==> src/rtl/core/shdf_pkg.sv <==
// Shared types, constants and helper functions for the sum-hash duplicate flagger.
// Used by the hash unit, the compare cells, the top level and the checker.
`timescale 1ns / 1ps
`default_nettype none

package shdf_pkg;

  localparam int MAX_TUPLES_DEF = 64;
  localparam int MAX_POSITIONS  = 4;
  localparam int OFFSET_FIELDS  = 4;
  localparam int TOP_POSITIONS  = (MAX_POSITIONS < OFFSET_FIELDS) ? MAX_POSITIONS : OFFSET_FIELDS;

  localparam int HASH_W   = 35;
  localparam int TIDX_W   = 6;
  localparam int CFG_W    = 3;
  localparam int SEQ_W    = 16;
  localparam int STRAND_W = 2;
  localparam int OFS_W    = 32;

  localparam logic [CFG_W-1:0] POS_RESET = CFG_W'(4);

  typedef enum logic [1:0] {
    ST_ACCEPT,
    ST_DRAIN,
    ST_OUTPUT
  } shdf_state_t;

  typedef struct packed {
    logic              valid;
    logic [TIDX_W-1:0] target;
    logic              hit;
    logic [HASH_W-1:0] hash;
  } shdf_pkt_t;

  function automatic logic [CFG_W-1:0] used_positions(input logic [CFG_W-1:0] cfg);
    logic [CFG_W-1:0] n;
    n = cfg;
    if (n == '0) begin
      n = CFG_W'(1);
    end
    if (n > CFG_W'(TOP_POSITIONS)) begin
      n = CFG_W'(TOP_POSITIONS);
    end
    return n;
  endfunction

endpackage

`default_nettype wire

==> src/rtl/core/shdf_hash.sv <==
// Two-stage adder that turns one tuple into its exact 35-bit sum hash.
// Depends on shdf_pkg for field widths, the packet type and the position clamp.
`timescale 1ns / 1ps
`default_nettype none

module shdf_hash
  import shdf_pkg::*;
(
  input  wire logic                clk,
  input  wire logic                rst_n,
  input  wire logic                launch,
  input  wire logic [TIDX_W-1:0]   target,
  input  wire logic [CFG_W-1:0]    positions,
  input  wire logic [SEQ_W-1:0]    seq_id,
  input  wire logic [STRAND_W-1:0] strand_code,
  input  wire logic [OFS_W-1:0]    offset_a,
  input  wire logic [OFS_W-1:0]    offset_b,
  input  wire logic [OFS_W-1:0]    offset_c,
  input  wire logic [OFS_W-1:0]    offset_d,
  output shdf_pkt_t                pkt
);

  logic                s1_valid_r;
  logic [TIDX_W-1:0]   s1_target_r;
  logic [OFS_W:0]      s1_ab_r, s1_ab_nxt;
  logic [OFS_W:0]      s1_cd_r, s1_cd_nxt;
  logic [SEQ_W:0]      s1_id_r, s1_id_nxt;
  logic [CFG_W-1:0]    n_used;
  shdf_pkt_t           s2_r;
  logic [HASH_W-1:0]   hash_nxt;

  always_comb begin
    n_used    = used_positions(positions);
    s1_ab_nxt = {offset_a[OFS_W-1], offset_a}
              + ((n_used >= CFG_W'(2)) ? {offset_b[OFS_W-1], offset_b} : '0);
    s1_cd_nxt = ((n_used >= CFG_W'(3)) ? {offset_c[OFS_W-1], offset_c} : '0)
              + ((n_used >= CFG_W'(4)) ? {offset_d[OFS_W-1], offset_d} : '0);
    s1_id_nxt = {1'b0, seq_id} + (SEQ_W+1)'(strand_code);
    hash_nxt  = {{(HASH_W-OFS_W-1){s1_ab_r[OFS_W]}}, s1_ab_r}
              + {{(HASH_W-OFS_W-1){s1_cd_r[OFS_W]}}, s1_cd_r}
              + HASH_W'(s1_id_r);
  end

  always_ff @(posedge clk) begin
    if (!rst_n) begin
      s1_valid_r <= 1'b0;
      s2_r.valid <= 1'b0;
    end else begin
      s1_valid_r <= launch;
      s2_r.valid <= s1_valid_r;
    end
    s1_target_r <= target;
    s1_ab_r     <= s1_ab_nxt;
    s1_cd_r     <= s1_cd_nxt;
    s1_id_r     <= s1_id_nxt;
    s2_r.target <= s1_target_r;
    s2_r.hit    <= 1'b0;
    s2_r.hash   <= hash_nxt;
  end

  assign pkt = s2_r;

endmodule

`default_nettype wire

==> src/rtl/core/shdf_cell.sv <==
// One compare cell of the chain: holds one stored hash and its candidate mark.
// A packet passing through compares against the stored hash and is written here
// when it reaches its own slot. Depends on shdf_pkg for the packet type.
`timescale 1ns / 1ps
`default_nettype none

module shdf_cell
  import shdf_pkg::*;
#(
  parameter int CELL_IDX = 0
) (
  input  wire logic      clk,
  input  wire logic      rst_n,
  input  wire shdf_pkt_t pkt_in,
  output shdf_pkt_t      pkt_out,
  input  wire logic      shift_en,
  input  wire logic      mark_in,
  output wire logic      mark_out
);

  logic [HASH_W-1:0] hash_r;
  logic              mark_r, mark_nxt;
  shdf_pkt_t         pkt_r, pkt_nxt;
  logic              before_slot;
  logic              at_slot;
  logic              equal;

  always_comb begin
    before_slot = pkt_in.valid && (pkt_in.target > TIDX_W'(CELL_IDX));
    at_slot     = pkt_in.valid && (pkt_in.target == TIDX_W'(CELL_IDX));
    equal       = (pkt_in.hash == hash_r);
    mark_nxt    = mark_r;
    if (shift_en) begin
      mark_nxt = mark_in;
    end else if (before_slot && equal) begin
      mark_nxt = 1'b1;
    end else if (at_slot) begin
      mark_nxt = mark_r | pkt_in.hit;
    end
    pkt_nxt       = pkt_in;
    pkt_nxt.valid = before_slot;
    pkt_nxt.hit   = pkt_in.hit | (before_slot && equal);
  end

  always_ff @(posedge clk) begin
    if (!rst_n) begin
      mark_r      <= 1'b0;
      pkt_r.valid <= 1'b0;
    end else begin
      mark_r      <= mark_nxt;
      pkt_r.valid <= pkt_nxt.valid;
    end
    pkt_r.target <= pkt_nxt.target;
    pkt_r.hit    <= pkt_nxt.hit;
    pkt_r.hash   <= pkt_nxt.hash;
    if (at_slot) begin
      hash_r <= pkt_in.hash;
    end
  end

  assign pkt_out  = pkt_r;
  assign mark_out = mark_r;

endmodule

`default_nettype wire

==> src/rtl/core/sum_hash_duplicate_flagger.sv <==
// Top level of the sum-hash duplicate flagger: control, hash unit and cell chain.
// Depends on shdf_pkg, shdf_hash and shdf_cell.
//
// Usage: tuples arrive on the in_ channel (valid/stall), one transfer per cycle
// while a set is being loaded. Each tuple is hashed and then walks a chain of
// MAX_TUPLES compare cells, one cell per cycle, marking every stored tuple with
// an equal hash and landing in its own slot. Tuples beyond capacity are dropped
// and set the overflow flag for the set.
// The transfer carrying in_final_tuple closes the set. in_stall is then high
// until the set is read out. The first result is offered once the last stored
// hash has reached its slot. Then one result per stored tuple leaves on the
// out_ channel in load order, one per cycle while out_stall is low; a stalled
// result holds its payload. The readout shifts the marks along the chain, so
// the chain is clear again when the last result is taken, and the input
// reopens in the next cycle.
// Throughput: one tuple per cycle while loading.
// cfg_wr_en writes positions_in_use; the user must do so only at an idle time, which the block itself does not enforce.
// Reset (synchronous, rst_n low) empties the set and sets positions_in_use to 4.
`timescale 1ns / 1ps
`default_nettype none

module sum_hash_duplicate_flagger
  import shdf_pkg::*;
#(
  parameter int MAX_TUPLES = MAX_TUPLES_DEF
) (
  input  wire logic                clk,
  input  wire logic                rst_n,
  input  wire logic                cfg_wr_en,
  input  wire logic [CFG_W-1:0]    cfg_wr_data,
  input  wire logic                in_valid,
  output wire logic                in_stall,
  input  wire logic [SEQ_W-1:0]    in_seq_id,
  input  wire logic [STRAND_W-1:0] in_strand_code,
  input  wire logic [OFS_W-1:0]    in_offset_a,
  input  wire logic [OFS_W-1:0]    in_offset_b,
  input  wire logic [OFS_W-1:0]    in_offset_c,
  input  wire logic [OFS_W-1:0]    in_offset_d,
  input  wire logic                in_final_tuple,
  output wire logic                out_valid,
  input  wire logic                out_stall,
  output wire logic [TIDX_W-1:0]   out_tuple_index,
  output wire logic                out_is_candidate,
  output wire logic                out_overflowed,
  output wire logic                out_last_result
);

  localparam int IDX_W = $clog2(MAX_TUPLES);
  localparam int CNT_W = $clog2(MAX_TUPLES + 1);

  shdf_state_t      state_r, state_nxt;
  logic [CNT_W-1:0] count_r, count_nxt;
  logic [CNT_W-1:0] drain_r, drain_nxt;
  logic [IDX_W-1:0] oidx_r, oidx_nxt;
  logic             ovf_r, ovf_nxt;
  logic [CFG_W-1:0] pos_r;

  logic             in_xfer;
  logic             out_xfer;
  logic             launch;
  logic             shift_en;
  logic             is_last;
  logic             stall_int;
  logic             valid_int;

  shdf_pkt_t        pkt_chain [MAX_TUPLES+1];
  logic             marks     [MAX_TUPLES];
  logic             shift_src [MAX_TUPLES];

  assign stall_int = (state_r != ST_ACCEPT);
  assign valid_int = (state_r == ST_OUTPUT);
  assign in_xfer   = in_valid && !stall_int;
  assign out_xfer  = valid_int && !out_stall;
  assign is_last   = ((CNT_W'(oidx_r) + CNT_W'(1)) == count_r);

  always_comb begin
    state_nxt = state_r;
    count_nxt = count_r;
    drain_nxt = drain_r;
    oidx_nxt  = oidx_r;
    ovf_nxt   = ovf_r;
    launch    = 1'b0;
    shift_en  = 1'b0;
    case (state_r)
      ST_ACCEPT: begin
        if (in_xfer) begin
          if (count_r < CNT_W'(MAX_TUPLES)) begin
            launch    = 1'b1;
            count_nxt = count_r + CNT_W'(1);
          end else begin
            ovf_nxt = 1'b1;
          end
          if (in_final_tuple) begin
            state_nxt = ST_DRAIN;
            drain_nxt = count_nxt;
          end
        end
      end
      ST_DRAIN: begin
        if (drain_r != '0) begin
          drain_nxt = drain_r - CNT_W'(1);
        end else begin
          state_nxt = ST_OUTPUT;
          oidx_nxt  = '0;
        end
      end
      ST_OUTPUT: begin
        if (out_xfer) begin
          shift_en = 1'b1;
          if (is_last) begin
            state_nxt = ST_ACCEPT;
            count_nxt = '0;
            ovf_nxt   = 1'b0;
          end else begin
            oidx_nxt = oidx_r + IDX_W'(1);
          end
        end
      end
      default: begin
        state_nxt = ST_ACCEPT;
      end
    endcase
  end

  always_ff @(posedge clk) begin
    if (!rst_n) begin
      state_r <= ST_ACCEPT;
      count_r <= '0;
      drain_r <= '0;
      oidx_r  <= '0;
      ovf_r   <= 1'b0;
      pos_r   <= POS_RESET;
    end else begin
      state_r <= state_nxt;
      count_r <= count_nxt;
      drain_r <= drain_nxt;
      oidx_r  <= oidx_nxt;
      ovf_r   <= ovf_nxt;
      if (cfg_wr_en) begin
        pos_r <= cfg_wr_data;
      end
    end
  end

  shdf_hash u_hash (
    .clk         (clk),
    .rst_n       (rst_n),
    .launch      (launch),
    .target      (TIDX_W'(count_r[IDX_W-1:0])),
    .positions   (pos_r),
    .seq_id      (in_seq_id),
    .strand_code (in_strand_code),
    .offset_a    (in_offset_a),
    .offset_b    (in_offset_b),
    .offset_c    (in_offset_c),
    .offset_d    (in_offset_d),
    .pkt         (pkt_chain[0])
  );

  for (genvar k = 0; k < MAX_TUPLES; k++) begin : g_cell
    if (k == MAX_TUPLES - 1) begin : g_end
      assign shift_src[k] = 1'b0;
    end else begin : g_mid
      assign shift_src[k] = marks[k+1];
    end

    shdf_cell #(
      .CELL_IDX (k)
    ) u_cell (
      .clk      (clk),
      .rst_n    (rst_n),
      .pkt_in   (pkt_chain[k]),
      .pkt_out  (pkt_chain[k+1]),
      .shift_en (shift_en),
      .mark_in  (shift_src[k]),
      .mark_out (marks[k])
    );
  end

  assign in_stall         = stall_int;
  assign out_valid        = valid_int;
  assign out_tuple_index  = TIDX_W'(oidx_r);
  assign out_is_candidate = marks[0];
  assign out_overflowed   = ovf_r;
  assign out_last_result  = is_last;

endmodule

`default_nettype wire

==> config.mk <==
export PLATFORM = sky130hd
export DESIGN_NAME = sum_hash_duplicate_flagger
export DESIGN_NICKNAME = d
export VERILOG_FILES = /design/src/rtl/core/shdf_pkg.sv /design/src/rtl/core/shdf_hash.sv /design/src/rtl/core/shdf_cell.sv /design/src/rtl/core/sum_hash_duplicate_flagger.sv
export SDC_FILE = /design/constraint.sdc
export NUM_CORES = 2
export LEC_CHECK = 0
export BUFFER_PORTS_ARGS = -buffer_cell sky130_fd_sc_hd__buf_2
export CAP_MARGIN = 20
export CORE_MARGIN = 2
export CORE_UTILIZATION = 40
export DETAILED_ROUTE_END_ITERATION = 12
export GPL_TIMING_DRIVEN = 0
export PLACE_DENSITY = 0.67
export SYNTH_ARGS = -nofsm -noshare
export SYNTH_HDL_FRONTEND = slang
export SYNTH_SLANG_ARGS = --single-unit
==> constraint.sdc <==
create_clock -name clk -period 5.4 [get_ports clk]
set_input_delay 0.27 -clock clk [delete_from_list [all_inputs] [get_ports clk]]
set_output_delay 0.27 -clock clk [all_outputs]
set_load 0.01 [all_outputs]
==> metrics.cfg <==
[clocking]
cts_buffer_depth = 4
cts_tree = yes
cts.reportedPaths.clkPinSlew_ns = 0.06
clock-root-buffer = clkbuf_16
cts_inserted_buffers = 466
cts_setup_buffers = 0
htreeDepth = 5
cts.sinks = 5101
clock_latency_ns = 1.00

[synth]
synth-seq-cells = 5101
yosysSeqAreaShare_pct = 77.5
synth-compound-area-share_pct = 2.15
synthXorXnorAreaFrac_pct = 12.8
synth_edf_count = 2205
synthAdderAreaFrac_pct = 0.999
synth-async-reset-ratio_pct = 0
synth_top_family_by_area = XOR/XNOR gates
synth_cell_types = 89
synth_area_mm2 = 0.160
syn-instance-count = 10040
syn_nets = 10320
synthSimpleGateAreaFrac_pct = 6.25
yosys_warnings = 0
yosys-mux-area-fraction_pct = 0.0578
avgSynthCellArea_um2 = 16.0
synth_flop_cell = dfxtp_1

[global_route]
gr-total-overflow = 0
antenna_found_initial = 19
first_global_vias = 78793
grt_first_pass_wirelength_mm = 471
grt_usage_pct = 14.9
grt_max_degree = 37

[cells_and_area]
nets = 11352
syn_to_final_growth_pct = 17.4
stdcell_area_mm2 = 0.188
layout_common_cells = dfxtp_1, edfxtp_1, xor2_1
layout_commonest_cell = dfxtp_1
post-route-util_pct = 47.2
final_layout_size_suffix_gt1_share_pct = 10.9

[routing]
drc = 0
routed_wl_mm = 310
via_count = 77695
drtPass1Iterations = 5
wire_per_inst_um = 18.5
final_antenna_net_count = 0
vias_per_cell = 4.63
drtIter0Drc = 4888

[floorplanning]
core-area_mm2 = 0.399
num_rows = 232
die_h_um = 637
start_util_pct = 40.2
io_pins = 166
die-area_mm2 = 0.406
dieWidth_um = 637

[power_and_ir_drop]
seqPwrFrac_pct = 57.1
switching_share_pct = 26.6
cellPowerDensity_mw_per_mm2 = 532
power_leakage_uw = 0.0653
peakVddDrop_v = 0.000330
power.share.clock_pct = 33.2
p_switching_uw = 26600
p_total_uw = 100000
combPwrFrac_pct = 9.7
p_int_uw = 73500

[sta]
fmax_mhz = 208
skew_ns = 0.0753
setup_viol = 0
period_minus_slack_ns = 4.80
slew_headroom_pct = 17.4
rsz0062_at_grt = false
finalMaxSlewViolations = 0
fin_crit_sh_pct = 88.8
worst_pin_slew_ns = 1.24
finalHoldViolCount = 0
finalSetupTns_ns = 0

[run]
cap_violations = 0

[worst_setup_path]
worstSetupPathType = flop to flop
crit_slowest_cell = dlygate4sd3_1
cp.required_ns = 6.35
cp_max_fo = 10
path_buf_inv = 2
path_delay_family = compound AO/OA/AOI/OAI gates
start_kind = flop
worst_setup_path_end_kind = flop
cpPeakStageDelay_ns = 0.63
crit_path_frequent_cell = o21ai_0
cp_cell_sequence = clkbuf_1 -> nand2_1 -> fa_1 -> nor2b_1 -> o21ai_0 -> a21boi_0 -> o21ai_0 -> a21oi_1 -> o22ai_1 -> o221a_2 -> o21ai_0 -> a31oi_1 -> xnor2_1 -> dlygate4sd3_1
arrival_ns = 5.75

[placement]
portBuffers = 165
postPlaceCellArea_mm2 = 0.170
dp_hpwl_mm = 224
gp_congestion = 0.838

[worst_hold_path]
hold_path.class = primary input to flop

[status]
outcome = complete, no violations

[layout make-up]
class                      instances  area [µm²]
timing repair buffer             565        4900
inverter                          54         203
tap                             5265        6590
clock inverter                   207        2330
clock buffer                     678       13700
fill                           33498      211000
sequential                      5101      124000
antenna                            9        22.5
multi-input combinational       4829       36100
buffer                            55         238
[registers in the layout (all words and copies together) (netlist names), 17 cells and up]
name,count
g_cell.u_cell.hash_r,2205
g_cell.u_cell.mark_out,64
g_cell.u_cell.pkt_out,2674
u_hash.pkt,42
u_hash.s1_ab_r,33
u_hash.s1_cd_r,33
u_hash.s1_id_r,17
[stage by stage]
stage | worst slack [ns] | hold WS, ns | instances
3_3_place_gp | -1.65 | 0.315 | 15470
2_1_floorplan | 0.264 | 0.310 | 10040
6_report | 0.603 | 0.105 | 16763
3_5_place_dp | 0.363 | 0.315 | 15631
4_1_cts | 0.131 | 0.000247 | 16754
5_1_grt | 0.187 | 0.0729 | 16757
[power by group through the flow]
stage                     Clock (µW)  Sequential [µW]  Combinational [µW]
after CTS                      33900            57500                9740
after floorplan                    0            54300                7480
after detailed placement           0            58200                9310
after global routing           35500            58300               10800
final                          33300            57200                9670
after global placement             0            58100                9190
[repair_timing]
item,in CTS,in global routing
hold buffers,238,0
endpoints found under the setup margin,0,6
gates resized for setup,0,2
endpoints found under the hold margin,113,0
[path summary, 6_finish.rpt]
| check | startpoint | endpoint | slack, ns | cells past startpoint |
|---|---|---|---|---|
| setup / recovery | pos_r[2]$_SDFFE_PN1P_ | u_hash.s1_cd_r[24]$_DFF_P_ | 0.60 | 14 |
| hold / removal | in_offset_b[2] | u_hash.s1_ab_r[4]$_DFF_P_ | 0.11 | 5 |
| setup reg to reg | pos_r[2]$_SDFFE_PN1P_ | u_hash.s1_cd_r[24]$_DFF_P_ | 0.60 | 14 |
| hold reg to reg | g_cell[44].u_cell.pkt_out[39]$_DFF_P_ | g_cell[45].u_cell.pkt_out[39]$_DFF_P_ | 0.31 | 0 |
[tightest hold or removal path, delay by kind of cell]
kind            cells  cell delay [ns]
simple gates        1             0.12
buf+inv             1             0.07
fa+ha+maj           1             0.22
compound gates      2             0.32
[synth_stat cells (all sizes together) (15+ instances only)]
cell	number	share of area [%]
nand2	126	0.29
a21o	65	0.30
nor2	335	0.78
a211oi	15	0.083
a21oi	221	0.69
or2	48	0.19
nand4	327	1.3
inv	53	0.12
nor3	157	0.50
o21bai	20	0.094
nand2b	38	0.15
o21ai	121	0.38
and2	69	0.27
ha	120	0.94
nor4	417	1.6
dfxtp	2896	36
nor2b	96	0.37
nand3	77	0.25
a31oi	23	0.099
xor2	1412	7.7
edfxtp	2205	41
xnor2	933	5.1
clkbuf	47	0.11
and3	27	0.11
[logic make-up (layout without fill, tap and decap cells)]
group | Yosys count | in the layout
DFF | 5101 | 5101
muxes | 9 | 9
other | 0 | 9
buffers and inverters | 110 | 1559
xor gates and xnor gates | 2345 | 2345
adders and majority gates | 125 | 125
AOI/OAI and AO/OA | 556 | 556
and+or+nand+nor | 1794 | 1794
[per-layer routing]
metal / vias up / GRT usage [%] / wire length [µm]
li1: 37753 / - / -
met1: 38041 / 19.0 / 135000
met2: 1408 / 26.2 / 155000
met3: 493 / 2.14 / 11600
met4: 0 / 4.48 / 8600
met5: - / 0 / 0
(Power assumes the default switching activity.)
